[src/a85_pkg.sv]
// ============================================================================
// a85_pkg
// Shared types, character codes and small tables for the ASCII85 decoder.
// ============================================================================
package a85_pkg;

    // Default number of result bursts the output queue can hold.
    localparam int A85_QUEUE_DEPTH = 2;

    localparam logic [6:0]  A85_BASE    = 7'd85;
    localparam logic [31:0] A85_PAD_ADD = 32'h00FF_FFFF;

    localparam logic [7:0] CH_FIRST = 8'h21;  // '!'
    localparam logic [7:0] CH_LAST  = 8'h75;  // 'u'
    localparam logic [7:0] CH_ZERO  = 8'h7A;  // 'z'
    localparam logic [7:0] CH_TILDE = 8'h7E;  // '~'
    localparam logic [7:0] CH_GT    = 8'h3E;  // '>'

    localparam logic [1:0] ST_DATA = 2'd0;
    localparam logic [1:0] ST_END  = 2'd1;
    localparam logic [1:0] ST_ERR  = 2'd2;

    typedef struct packed {
        logic [7:0] in_char;
        logic       end_of_buffer;
    } in_item_t;

    typedef struct packed {
        logic [7:0] out_byte;
        logic [1:0] status;
        logic       last;
    } out_item_t;

    // All results caused by one input word: up to four data bytes taken
    // from the top of data_word, then an optional final result.
    typedef struct packed {
        logic [31:0] data_word;
        logic [2:0]  ndata;
        logic        has_final;
        logic [1:0]  final_status;
    } burst_t;

    // Scale applied to a partial group so that it reaches five digits.
    function automatic logic [19:0] a85_tail_scale(input logic [2:0] cnt);
        logic [19:0] s;
        case (cnt)
            3'd2:    s = 20'd614125;
            3'd3:    s = 20'd7225;
            3'd4:    s = 20'd85;
            default: s = 20'd1;
        endcase
        return s;
    endfunction

    // Padding added to a scaled partial group.
    function automatic logic [31:0] a85_tail_pad(input logic [2:0] cnt);
        logic [31:0] p;
        case (cnt)
            3'd2:    p = A85_PAD_ADD;
            3'd3:    p = A85_PAD_ADD >> 8;
            3'd4:    p = A85_PAD_ADD >> 16;
            default: p = 32'd0;
        endcase
        return p;
    endfunction

endpackage

[src/a85_out_queue.sv]
// ============================================================================
// a85_out_queue
// Holds result bursts and hands them out one result word per cycle while out_ready is high.
// ============================================================================
module a85_out_queue #(
    parameter int DEPTH = a85_pkg::A85_QUEUE_DEPTH
) (
    input  logic               clk,
    input  logic               rst_n,
    input  logic               push,
    input  a85_pkg::burst_t    push_burst,
    output logic               full,
    output logic               out_valid,
    input  logic               out_ready,
    output a85_pkg::out_item_t out_data
);
    import a85_pkg::*;

    localparam int PtrW = $clog2(DEPTH);
    localparam int CntW = $clog2(DEPTH + 1);

    burst_t          entry_reg [DEPTH];
    logic [PtrW-1:0] head_reg;
    logic [PtrW-1:0] head_next;
    logic [PtrW-1:0] tail_reg;
    logic [PtrW-1:0] tail_next;
    logic [CntW-1:0] count_reg;
    logic [CntW-1:0] count_next;
    logic [2:0]      pos_reg;
    logic [2:0]      pos_next;

    burst_t     head_burst;
    logic [2:0] total;
    logic       pop;
    logic       take;

    assign head_burst = entry_reg[head_reg];
    assign total      = head_burst.ndata + {2'b00, head_burst.has_final};
    assign out_valid  = (count_reg != '0);
    assign full       = (count_reg == CntW'(DEPTH));
    assign take       = out_valid && out_ready;
    assign pop        = take && (pos_reg == total - 3'd1);

    always_comb
    begin
        if (pos_reg < head_burst.ndata)
        begin
            case (pos_reg[1:0])
                2'd0:    out_data.out_byte = head_burst.data_word[31:24];
                2'd1:    out_data.out_byte = head_burst.data_word[23:16];
                2'd2:    out_data.out_byte = head_burst.data_word[15:8];
                default: out_data.out_byte = head_burst.data_word[7:0];
            endcase
            out_data.status = ST_DATA;
            out_data.last   = 1'b0;
        end
        else
        begin
            out_data.out_byte = 8'd0;
            out_data.status   = head_burst.final_status;
            out_data.last     = 1'b1;
        end
    end

    always_comb
    begin
        head_next  = head_reg;
        tail_next  = tail_reg;
        count_next = count_reg;
        pos_next   = pos_reg;
        if (take)
        begin
            pos_next = pop ? 3'd0 : pos_reg + 3'd1;
        end
        if (pop)
        begin
            head_next = (head_reg == PtrW'(DEPTH - 1)) ? '0 : head_reg + PtrW'(1);
        end
        if (push)
        begin
            tail_next = (tail_reg == PtrW'(DEPTH - 1)) ? '0 : tail_reg + PtrW'(1);
        end
        if (push && !pop)
        begin
            count_next = count_reg + CntW'(1);
        end
        else if (pop && !push)
        begin
            count_next = count_reg - CntW'(1);
        end
    end

    always_ff @(posedge clk or negedge rst_n)
    begin
        if (!rst_n)
        begin
            head_reg  <= '0;
            tail_reg  <= '0;
            count_reg <= '0;
            pos_reg   <= 3'd0;
        end
        else
        begin
            head_reg  <= head_next;
            tail_reg  <= tail_next;
            count_reg <= count_next;
            pos_reg   <= pos_next;
        end
    end

    always_ff @(posedge clk)
    begin
        if (push)
        begin
            entry_reg[tail_reg] <= push_burst;
        end
    end

    // A burst with no results must never occupy a slot.
    a_push_nonempty: assert property (@(posedge clk) disable iff (!rst_n)
        push |-> (push_burst.ndata != 3'd0 || push_burst.has_final))
        else $error("empty burst pushed");

    a_no_overflow: assert property (@(posedge clk) disable iff (!rst_n)
        full |-> !push || pop)
        else $error("push into a full queue");

    a_pos_in_burst: assert property (@(posedge clk) disable iff (!rst_n)
        out_valid |-> pos_reg < total)
        else $error("result index past end of burst");

    a_last_pops: assert property (@(posedge clk) disable iff (!rst_n)
        (take && out_data.last) |-> pop)
        else $error("final result did not retire its burst");

endmodule

[src/ascii85_stream_decoder.sv]
// ============================================================================
// ascii85_stream_decoder
// ASCII85 decoder taking one character per word and producing decoded bytes.
// ============================================================================
// Usage:
//   The input channel takes one character word per cycle, with end_of_buffer
//   marking the last character of an encoded buffer. The output channel gives
//   one result word per cycle while out_ready is high: a data byte (status 0),
//   an end-of-stream word (status 1) or a format error (status 2); last is set
//   on the end and error words. A character can cause up to five result words.
//   Results of a character accepted at a clock edge are written into the
//   output queue at that edge. Input throughput is one character per cycle
//   as long as the output queue has a free slot; while out_ready is high the
//   output side drains one result per cycle, so a stream of full groups
//   (five characters for four bytes) runs at full rate.
//   The group arithmetic is one 32 by 20 bit multiply and an add between the
//   group register and the output queue.
//   Reset clears the group state and empties the queue. When the receiver
//   stalls, pending results stay in the queue; once it is full, in_ready
//   drops until a burst has been delivered.
// ============================================================================
module ascii85_stream_decoder #(
    parameter int QUEUE_DEPTH = a85_pkg::A85_QUEUE_DEPTH
) (
    input  logic               clk,
    input  logic               rst_n,
    input  logic               in_valid,
    output logic               in_ready,
    input  a85_pkg::in_item_t  in_data,
    output logic               out_valid,
    input  logic               out_ready,
    output a85_pkg::out_item_t out_data
);
    import a85_pkg::*;

    logic [31:0] group_value_reg;
    logic [31:0] group_value_next;
    logic [2:0]  group_count_reg;
    logic [2:0]  group_count_next;
    logic        tilde_pending_reg;
    logic        tilde_pending_next;
    logic        stopped_reg;
    logic        stopped_next;

    logic        queue_full;
    logic        accept;
    logic        push;
    burst_t      burst;

    logic [7:0]  c;
    logic        eob;
    logic        fin;
    logic [19:0] factor;
    logic [31:0] mul_lo;
    logic [7:0]  digit;
    logic [2:0]  count_inc;

    assign in_ready = !queue_full;
    assign accept   = in_valid && in_ready;
    assign push     = accept && (burst.ndata != 3'd0 || burst.has_final);

    always_comb
    begin
        c   = in_data.in_char;
        eob = in_data.end_of_buffer;
        fin = 1'b0;

        group_value_next   = group_value_reg;
        group_count_next   = group_count_reg;
        tilde_pending_next = tilde_pending_reg;
        stopped_next       = stopped_reg;
        burst              = '0;

        // One shared multiplier: by 85 for a new digit, by 85^k for a tail.
        factor    = tilde_pending_reg ? a85_tail_scale(group_count_reg)
                                      : {13'd0, A85_BASE};
        mul_lo    = group_value_reg * {12'd0, factor};
        digit     = c - CH_FIRST;
        count_inc = group_count_reg + 3'd1;

        if (stopped_reg)
        begin
            if (eob)
            begin
                group_value_next   = 32'd0;
                group_count_next   = 3'd0;
                tilde_pending_next = 1'b0;
                stopped_next       = 1'b0;
            end
        end
        else
        begin
            if (tilde_pending_reg)
            begin
                tilde_pending_next = 1'b0;
                fin                = 1'b1;
                burst.has_final    = 1'b1;
                if (c == CH_GT && group_count_reg != 3'd1)
                begin
                    burst.final_status = ST_END;
                    if (group_count_reg >= 3'd2)
                    begin
                        burst.ndata     = group_count_reg - 3'd1;
                        burst.data_word = mul_lo + a85_tail_pad(group_count_reg);
                    end
                end
                else
                begin
                    burst.final_status = ST_ERR;
                end
            end
            else if (c inside {[CH_FIRST:CH_LAST]})
            begin
                if (count_inc == 3'd5)
                begin
                    burst.ndata      = 3'd4;
                    burst.data_word  = mul_lo + {24'd0, digit};
                    group_value_next = 32'd0;
                    group_count_next = 3'd0;
                end
                else
                begin
                    group_value_next = mul_lo + {24'd0, digit};
                    group_count_next = count_inc;
                end
            end
            else if (c == CH_ZERO)
            begin
                if (group_count_reg != 3'd0)
                begin
                    fin                = 1'b1;
                    burst.has_final    = 1'b1;
                    burst.final_status = ST_ERR;
                end
                else
                begin
                    burst.ndata = 3'd4;
                end
            end
            else if (c == CH_TILDE)
            begin
                if (eob)
                begin
                    fin                = 1'b1;
                    burst.has_final    = 1'b1;
                    burst.final_status = ST_ERR;
                end
                else
                begin
                    tilde_pending_next = 1'b1;
                end
            end
            else if (!(c inside {8'h20, 8'h09, 8'h0A, 8'h0B, 8'h0C, 8'h0D}))
            begin
                fin                = 1'b1;
                burst.has_final    = 1'b1;
                burst.final_status = ST_ERR;
            end

            if (fin)
            begin
                group_value_next   = 32'd0;
                group_count_next   = 3'd0;
                tilde_pending_next = 1'b0;
                stopped_next       = !eob;
            end
            else if (eob)
            begin
                // A partial group left at the end of the buffer is dropped.
                burst.has_final    = 1'b1;
                burst.final_status = ST_END;
                group_value_next   = 32'd0;
                group_count_next   = 3'd0;
                tilde_pending_next = 1'b0;
                stopped_next       = 1'b0;
            end
        end
    end

    always_ff @(posedge clk or negedge rst_n)
    begin
        if (!rst_n)
        begin
            group_value_reg   <= 32'd0;
            group_count_reg   <= 3'd0;
            tilde_pending_reg <= 1'b0;
            stopped_reg       <= 1'b0;
        end
        else if (accept)
        begin
            group_value_reg   <= group_value_next;
            group_count_reg   <= group_count_next;
            tilde_pending_reg <= tilde_pending_next;
            stopped_reg       <= stopped_next;
        end
    end

    a85_out_queue #(
        .DEPTH (QUEUE_DEPTH)
    ) u_out_queue (
        .clk        (clk),
        .rst_n      (rst_n),
        .push       (push),
        .push_burst (burst),
        .full       (queue_full),
        .out_valid  (out_valid),
        .out_ready  (out_ready),
        .out_data   (out_data)
    );

    a_count_range: assert property (@(posedge clk) disable iff (!rst_n)
        group_count_reg <= 3'd4)
        else $error("group count out of range");

    a_stopped_clean: assert property (@(posedge clk) disable iff (!rst_n)
        stopped_reg |-> (group_count_reg == 3'd0 && !tilde_pending_reg))
        else $error("group state left behind after a final result");

    a_stopped_silent: assert property (@(posedge clk) disable iff (!rst_n)
        (accept && stopped_reg) |-> !push)
        else $error("result produced while stopped");

endmodule
[config.mk]
export PLATFORM = sky130hd
export DESIGN_NAME = ascii85_stream_decoder
export DESIGN_NICKNAME = d
export VERILOG_FILES = /design/src/a85_pkg.sv /design/src/a85_out_queue.sv /design/src/ascii85_stream_decoder.sv
export SDC_FILE = /design/constraint.sdc
export NUM_CORES = 1
export LEC_CHECK = 0
export ABC_AREA = 1
export BUFFER_PORTS_ARGS = -buffer_cell sky130_fd_sc_hd__buf_4
export CAP_MARGIN = 30
export CELL_PAD_IN_SITES_DETAIL_PLACEMENT = 0
export CELL_PAD_IN_SITES_GLOBAL_PLACEMENT = 2
export CORE_ASPECT_RATIO = 0.8
export CORE_MARGIN = 2
export CORE_UTILIZATION = 43
export CTS_CLUSTER_SIZE = 14
export DETAILED_ROUTE_END_ITERATION = 10
export PLACE_DENSITY = 0.88
export REMOVE_ABC_BUFFERS = 1
export SYNTH_ARGS = -nofsm -noshare
export SYNTH_HDL_FRONTEND = slang
export SYNTH_SLANG_ARGS = --single-unit
[constraint.sdc]
create_clock -name clk -period 21.3 [get_ports clk]
set_clock_uncertainty 0.2 [all_clocks]
set_input_delay 4.26 -clock clk [delete_from_list [all_inputs] [get_ports clk]]
set_output_delay 4.26 -clock clk [all_outputs]
set_load 0.01 [all_outputs]
==> results.md, run 1 <==
* Cell count after synthesis at 2553
* Initial Utilization at 43.4%
* Share of layout cells above drive strength 1 at 5.29%
* Synth Register Bits at 120
* CTS tree: done
* Slew Limit Fails at 0
* # hold bufs at CTS at 0
* CTS Root Cell: clkbuf_16
* EDFF count, synth at 76
* HPWL after DPL at 52.4 mm
* Via count of the first global-routing pass at 16531
* Slew margin rel. at 29.8%
* Final Setup Violations at 0
* P_leak at 0.0110 uW
* Synth cell types at 47
* Nets@finish at 3047
* CTS Buffer Depth at 2
* Max_cap viols at 0
* WP buf/inv at 13
* PD cells at 56.1 nW/um2
* Die Width at 243 um
* Worst-skew pair later-pin latency at 0.44 ns
* Crit-path leading delay family: adder cells
* Fin. Hold Viols at 0
* Ys Warns at 0
* Peak Freq at 98.7 MHz
* Worst VDD drop at 64.0 uV
* Filler cell count at 4661
* CP Capture Type: flip-flop
* Placer congestion estimate at 0.924
* Post-synth top flop: edfxtp_1
* Final wirelength at 60.1 mm
* Initial antenna violation count at 0
* Crit-path max FO at 22
* Unrepaired setup endpoints after global routing: false
* 1st-iter DRT viols at 1228
* Setup CP Type: reg -> reg
* Hold EP: u_out_queue.count_reg[0]$_DFFE_PN0P_
* Die area at 47600 um2
* CP Data Required Time at 21.37 ns
* Number of buffers added on ports at 25
* Status: finished, final reports clean
* Avg Inst Size Synth at 7.72 um2
* Vias at 16028
* # placed instances at 3168
* Max reg flops at 76
* Core Area at 45500 um2
* CP most frequent cell: inv_1
* RR Startpoint: group_count_reg[0]$_DFFE_PN0P_
* Hold Crit Class: reg -> reg
* Slowest CP cell: nor2_1
* H-Tree Depth at 4
* I/O pin cnt at 26
* Cts repair resizes at 0
* CP peak stage delay at 0.66 ns
* Reg2reg setup slack at 11.16 ns
* Antenna diodes at 0
* Setup Total Neg Slack at 0 ns
* Register area share after synthesis at 17.2%
* FF-to-FF path depth at 41
* Synthesized area at 19700 um2
* Vias per cell at 5.01
* Area grow syn2layout at 7.96%
* Slew @ Worst Pin at 1.05 ns
* Postcts setup bufs at 0
* Global-route wire length before repair at 97.3 mm
* Die Span Y at 195 um
* Final Cycle Share at 47.6%
* Tot GR Track Use at 26.8%
* Post-DRT Antenna Nets at 0
* GRT Residual Overflow at 0
* Hold Path Depth at 1
* Row count at 70
* CTS clk-pin slew, worst paths at 0.06 ns
* Largest net degree at the start of global routing at 45
* Minimum clock period at 10.14 ns
* CTS Buf Count at 17
* Async SR Flop Fraction at 36.7%
* Reg2reg end: u_out_queue.entry_reg[0][36]$_DFFE_PP_
* Avg WL per Cell at 18.8 um
* Post-route insts no fill at 3200
* Worst Setup Start Kind: flip-flop
* DRT Pass-1 Iters at 5
* Hold Crit Start: u_out_queue.count_reg[0]$_DFFE_PN0P_
* Sinks on Clock Net at 120
* Remaining DRCs at 0
* Critical Path AT at 10.20 ns
[synthesized netlist by cell type, types with 4 or more instances]
library cell	n	area share [%]
a21oi_1	92	2.3
a311oi_1	8	0.36
nand4_1	34	1.1
clkbuf_1	31	0.59
nand2_1	497	9.5
o21ai_1	5	0.13
o211ai_1	6	0.23
o22ai_1	10	0.32
xnor2_1	12	0.53
a221oi_1	8	0.36
o21ai_0	68	1.7
a31oi_1	15	0.48
and2_1	5	0.16
edfxtp_1	76	12
or2_2	11	0.35
xor2_2	4	0.33
nor2_1	191	3.6
o21bai_1	8	0.30
xor2_1	25	1.1
nand3_1	138	3.5
ha_1	216	14
buf_2	4	0.10
nor2_4	6	0.34
fa_1	243	25
nor2_2	8	0.25
inv_1	703	13
dfrtp_1	44	5.6
xor2_4	4	0.56
mux2i_1	4	0.20
a21boi_0	5	0.19
nand2_2	13	0.41
nor3_1	17	0.43
inv_2	4	0.076
nand3b_1	4	0.15
a21o_1	6	0.23
clkinv_1	5	0.095
nand3_2	9	0.46
[layout make-up]
type                    instances  area [um2]  area share [%]
clock buffers                  17         425            2.00
flip-flops and latches        120        3380            15.9
repair buffers                 39         338            1.59
inverters                     712        2670            12.6
multi-input cells            1685       13500            63.6
clock inverters                15         155           0.729
well taps                     612         766            3.60
[cell families after synthesis]
| kind of cell | Yosys count | synth area share (%) |
|---|---|---|
| AND/OR/NAND/NOR | 937 | 20.4 |
| flip-flops | 120 | 17.2 |
| adder cells (fa/ha/maj) | 459 | 38.4 |
| buffers and inverters | 748 | 14.3 |
| AO/OA/AOI/OAI | 240 | 7.03 |
| multiplexers | 4 | 0.203 |
| XOR/XNOR | 45 | 2.53 |
[power breakdown]
group	total, uW	internal (uW)	switching, uW
clock	295	165	130
sequential	312	288	24.0
combinational	587	200	387
[through the flow]
stage	setup WS, ns	power [uW]	area (um2)	util [%]	hold WS, ns
3_5_place_dp	11.23	899	20700	45.5	0.267
2_1_floorplan	12.37	689	19600	-	0.246
4_1_cts	11.16	1200	21300	46.8	0.276
3_3_place_gp	11.44	884	20600	45.4	0.263
6_report	11.16	1190	21300	46.8	0.271
5_1_grt	10.23	1290	21300	46.8	0.286
[layer usage]
layer,routed length [um],global-route usage [%]
met2,25100,39.3
met3,3400,3.94
met1,30700,41.9
met5,0,0
met4,872,5.07
[worst max path at each step]
stage,slack (ns),start,depth (start not counted),to
3_5_place_dp,11.23,group_count_reg[0]$_DFFE_PN0P_,41,u_out_queue.entry_reg[0][36]$_DFFE_PP_
5_1_grt,10.23,group_count_reg[0]$_DFFE_PN0P_,41,u_out_queue.entry_reg[1][36]$_DFFE_PP_
6_report,11.16,group_count_reg[0]$_DFFE_PN0P_,41,u_out_queue.entry_reg[0][36]$_DFFE_PP_
4_1_cts,11.16,group_count_reg[0]$_DFFE_PN0P_,41,u_out_queue.entry_reg[0][36]$_DFFE_PP_
2_1_floorplan,12.37,in_data[1],12,u_out_queue.entry_reg[1][0]$_DFFE_PP_
3_3_place_gp,11.44,group_count_reg[0]$_DFFE_PN0P_,41,u_out_queue.entry_reg[0][36]$_DFFE_PP_
[layout by cell type, fill, tap and decap left out, drive strengths merged, types with 5 or more instances in the layout]
| cell type | instances |
|---|---|
| nand4 | 34 |
| or2 | 13 |
| clkinv | 9 |
| edfxtp | 76 |
| a21boi | 5 |
| and2 | 5 |
| a311oi | 8 |
| dfrtp | 44 |
| o22ai | 10 |
| o211ai | 6 |
| nor3 | 18 |
| buf | 39 |
| xnor2 | 12 |
| o21bai | 8 |
| a221oi | 8 |
| xor2 | 33 |
| o21ai | 75 |
| fa | 243 |
| clkbuf | 17 |
| nor2 | 205 |
| inv | 716 |
| a21oi | 92 |
| nand2 | 510 |
| a31oi | 15 |
| a21o | 6 |
| ha | 216 |
| nand3 | 147 |
[worst register-to-register path: cells and delay by family, from the launching register on]
kind / cells / cell delay, ns
fa+ha+maj: 10 / 4.62
xor+xnor: 1 / 0.43
flops: 1 / 0.44
compound gates: 5 / 0.77
buf+inv: 13 / 1.36
simple gates: 12 / 2.14
Note: power is estimated with default switching activity, not from simulation.
==> inputs of run 2 (changes only) <==
--- a/config.mk
+++ b/config.mk
@@ -12,10 +12,10 @@
 export CELL_PAD_IN_SITES_GLOBAL_PLACEMENT = 2
 export CORE_ASPECT_RATIO = 0.8
 export CORE_MARGIN = 2
-export CORE_UTILIZATION = 43
+export CORE_UTILIZATION = 36
 export CTS_CLUSTER_SIZE = 14
 export DETAILED_ROUTE_END_ITERATION = 10
-export PLACE_DENSITY = 0.88
+export PLACE_DENSITY = 0.79
 export REMOVE_ABC_BUFFERS = 1
 export SYNTH_ARGS = -nofsm -noshare
 export SYNTH_HDL_FRONTEND = slang
==> constraint.sdc (replaced) <==
create_clock -name clk -period 8.42 [get_ports clk]
set_clock_uncertainty 0.2 [all_clocks]
set_input_delay 1.684 -clock clk [delete_from_list [all_inputs] [get_ports clk]]
set_output_delay 1.684 -clock clk [all_outputs]
set_load 0.01 [all_outputs]
==> run 2 against run 1 <==
  * Count of clock-buffer cells in the layout unchanged
  * Combinational power rose to 2.8 times the previous value
  * Critical path depth down 2
  * Global-route usage down 3.1 points
  * Worst hold slack better by 0.030 ns
  * Cell area up 15%
  * Sequential share of layout area down 2.0 points
  * Register-to-register slack worse by 11 ns
  * Utilization down 1.6 points
==> results.md, run 2 (same netlist as run 1, synthesis figures left out) <==
* Slew margin rel. at 31.9% (+2.1 points)
* Fin. Hold Viols at 0 (unchanged)
* HPWL after DPL at 55.9 mm (+6.6%)
* Most common cell after layout, fill and taps aside: inv_1
* CTS clk-pin slew, worst paths at 0.06 ns (about the same)
* Max reg flops at 76 (unchanged)
* Via count of the first global-routing pass at 17376 (+5.1%)
* Final Cycle Share at 97.4% (+50 points)
* Setup Total Neg Slack at 0 ns (unchanged)
* Post-DRT Antenna Nets at 0 (unchanged)
* CTS Buffer Depth at 2 (unchanged)
* Minimum clock period at 8.20 ns (-1.93 ns)
* Sinks on Clock Net at 120 (unchanged)
* Setup CP Type: reg -> reg
* # placed instances at 3450 (+8.9%)
* Worst-skew pair later-pin latency at 0.46 ns (+0.02 ns)
* 1st-iter DRT viols at 1263 (+2.9%)
* Top routing layer in use: met4
* Core Area at 54000 um2 (+19%)
* Unrepaired setup endpoints after global routing: true
* PD cells at 132 nW/um2 (+140%)
* Row count at 76 (+8.6%)
* Die area at 56600 um2 (+19%)
* Final wirelength at 65.0 mm (+8.1%)
* Crit-path leading delay family: adder cells
* GRT Residual Overflow at 0 (unchanged)
* # hold bufs at CTS at 0 (unchanged)
* Core Util, Final at 45.2% (-1.6 points)
* CP most frequent cell: fa_1
* P_leak at 0.0124 uW (+13%)
* DP Area at 22300 um2 (+7.6%)
* Antenna diodes at 0 (unchanged)
* Metal2 WL at 27.9 mm (+11%)
* H-Tree Depth at 4 (unchanged)
* Vias per cell at 4.84 (-3.3%)
* Area grow syn2layout at 23.9%
* WL met1 at 33.2 mm (+8.2%)
* Die Width at 266 um (+9.1%)
* Die Span Y at 213 um (+9.1%)
* Remaining DRCs at 0 (unchanged)
* CP Capture Type: flip-flop
* Met3 wire length at 3.32 mm (-2.4%)
* Slowest CP cell: fa_1
* Hold Crit Class: reg -> reg
* Commonest cells after routing, fill and taps aside: inv_1 (672), nand2_1 (430), buf_4 (247), fa_1 (240), ha_1 (188)
* I/O pin cnt at 26 (unchanged)
* Worst Setup Start Kind: flip-flop
* Largest net degree at the start of global routing at 45 (unchanged)
* Initial antenna violation count at 0 (unchanged)
* Power Total at 3230 uW (+170%)
* Post-route insts no fill at 3518 (+9.9%)
* Number of buffers added on ports at 25 (unchanged)
* CP peak stage delay at 0.56 ns (-0.10 ns)
* DRT Pass-1 Iters at 6 (+1)
* Vias at 17037 (+6.3%)
* Peak Freq at 122 MHz (+24%)
* WP buf/inv at 11 (-2)
* Worst VDD drop at 133 uV (+110%)
* Initial Utilization at 36.5% (-6.9 points)
* Tot GR Track Use at 23.7% (-3.1 points)
* CTS tree: done
* Share of layout cells above drive strength 1 at 21.3% (+16 points)
* Final instance area at 24400 um2 (+15%)
* CTS Root Cell: clkbuf_16
* Critical Path AT at 8.29 ns (-1.91 ns)
* Placer congestion estimate at 0.905 (-2.0%)
* Slew @ Worst Pin at 1.02 ns (-0.0317 ns)
* Global-route wire length before repair at 102 mm (+4.5%)
* Filler cell count at 5422 (+16%)
* CTS Buf Count at 17 (unchanged)
* Max_cap viols at 0 (unchanged)
* Avg WL per Cell at 18.5 um (-1.6%)
* CP Data Required Time at 8.51 ns (-12.86 ns)
* Final Setup Violations at 0 (unchanged)
* Nets@finish at 3275 (+7.5%)
* Crit-path max FO at 6 (-73%)
* Status: finished, final reports clean
* Slew Limit Fails at 0 (unchanged)
[run 2: changes by cell type in the layout (fill, tap and decap cells not counted), moves of 11 or more]
cell / change
a21oi_1: -29
inv_1: -31
nor2_4: +24
nand2_2: +50
ha_4: +22
nand3_1: -11
nand2_1: -67
nand2_4: +17
a21oi_2: +25
nor2_1: -48
nor2_2: +24
inv_2: +28
ha_1: -28
buf_4: +211
[run 2: power breakdown]
part	internal, uW	total (uW)	switching [uW]
sequential	728	791	63.0
combinational	610	1650	1040
clock	449	791	342
[run 2: worst paths after layout]
path	start	to	slack, ns	cells after the start
setup / recovery	group_count_reg[1]$_DFFE_PN0P_	u_out_queue.entry_reg[0][36]$_DFFE_PP_	0.22	39
setup reg to reg	group_count_reg[1]$_DFFE_PN0P_	u_out_queue.entry_reg[0][36]$_DFFE_PP_	0.22	39
max in group asynchronous	rst_n	group_value_reg[29]$_DFFE_PN0P_	6.48	1
hold / removal	u_out_queue.count_reg[0]$_DFFE_PN0P_	u_out_queue.count_reg[0]$_DFFE_PN0P_	0.30	1
hold reg to reg	u_out_queue.count_reg[0]$_DFFE_PN0P_	u_out_queue.count_reg[0]$_DFFE_PN0P_	0.30	1
min in group asynchronous	rst_n	u_out_queue.count_reg[1]$_DFFE_PN0P_	1.04	1
[run 2: timing repair]
item / CTS / global route
setup endpoints to repair: 28 / 45
gates resized for setup: 51 / 279
gates cloned: 0 / 1
pin swaps: 20 / 119
setup buffers: 10 / 26
[run 2: final cells by class]
cell class | count | area [um2] | share of cell area, %
Multi-Input combinational cell | 1685 | 14700 | 60.2
Clock buffer | 17 | 425 | 1.74
Sequential cell | 120 | 3390 | 13.9
Clock inverter | 15 | 179 | 0.733
Timing Repair Buffer | 267 | 2170 | 8.88
Inverter | 712 | 2690 | 11.0
Tap cell | 702 | 878 | 3.60
[run 2: metrics by stage]
stage                     hold WS [ns]  setup slack [ns]
after global placement           0.260            -0.244
after detailed placement         0.287            -0.432
after CTS                        0.301            0.0110
after floorplan                  0.246            -0.390
after global routing             0.322            -0.117
final                            0.302             0.218
[run 2: routing by layer]
layer,GRT usage (%),vias to the layer above
met5,0,-
met4,3.16,0
met3,3.38,31
met2,36.0,323
met1,36.5,8352
li1,-,8331
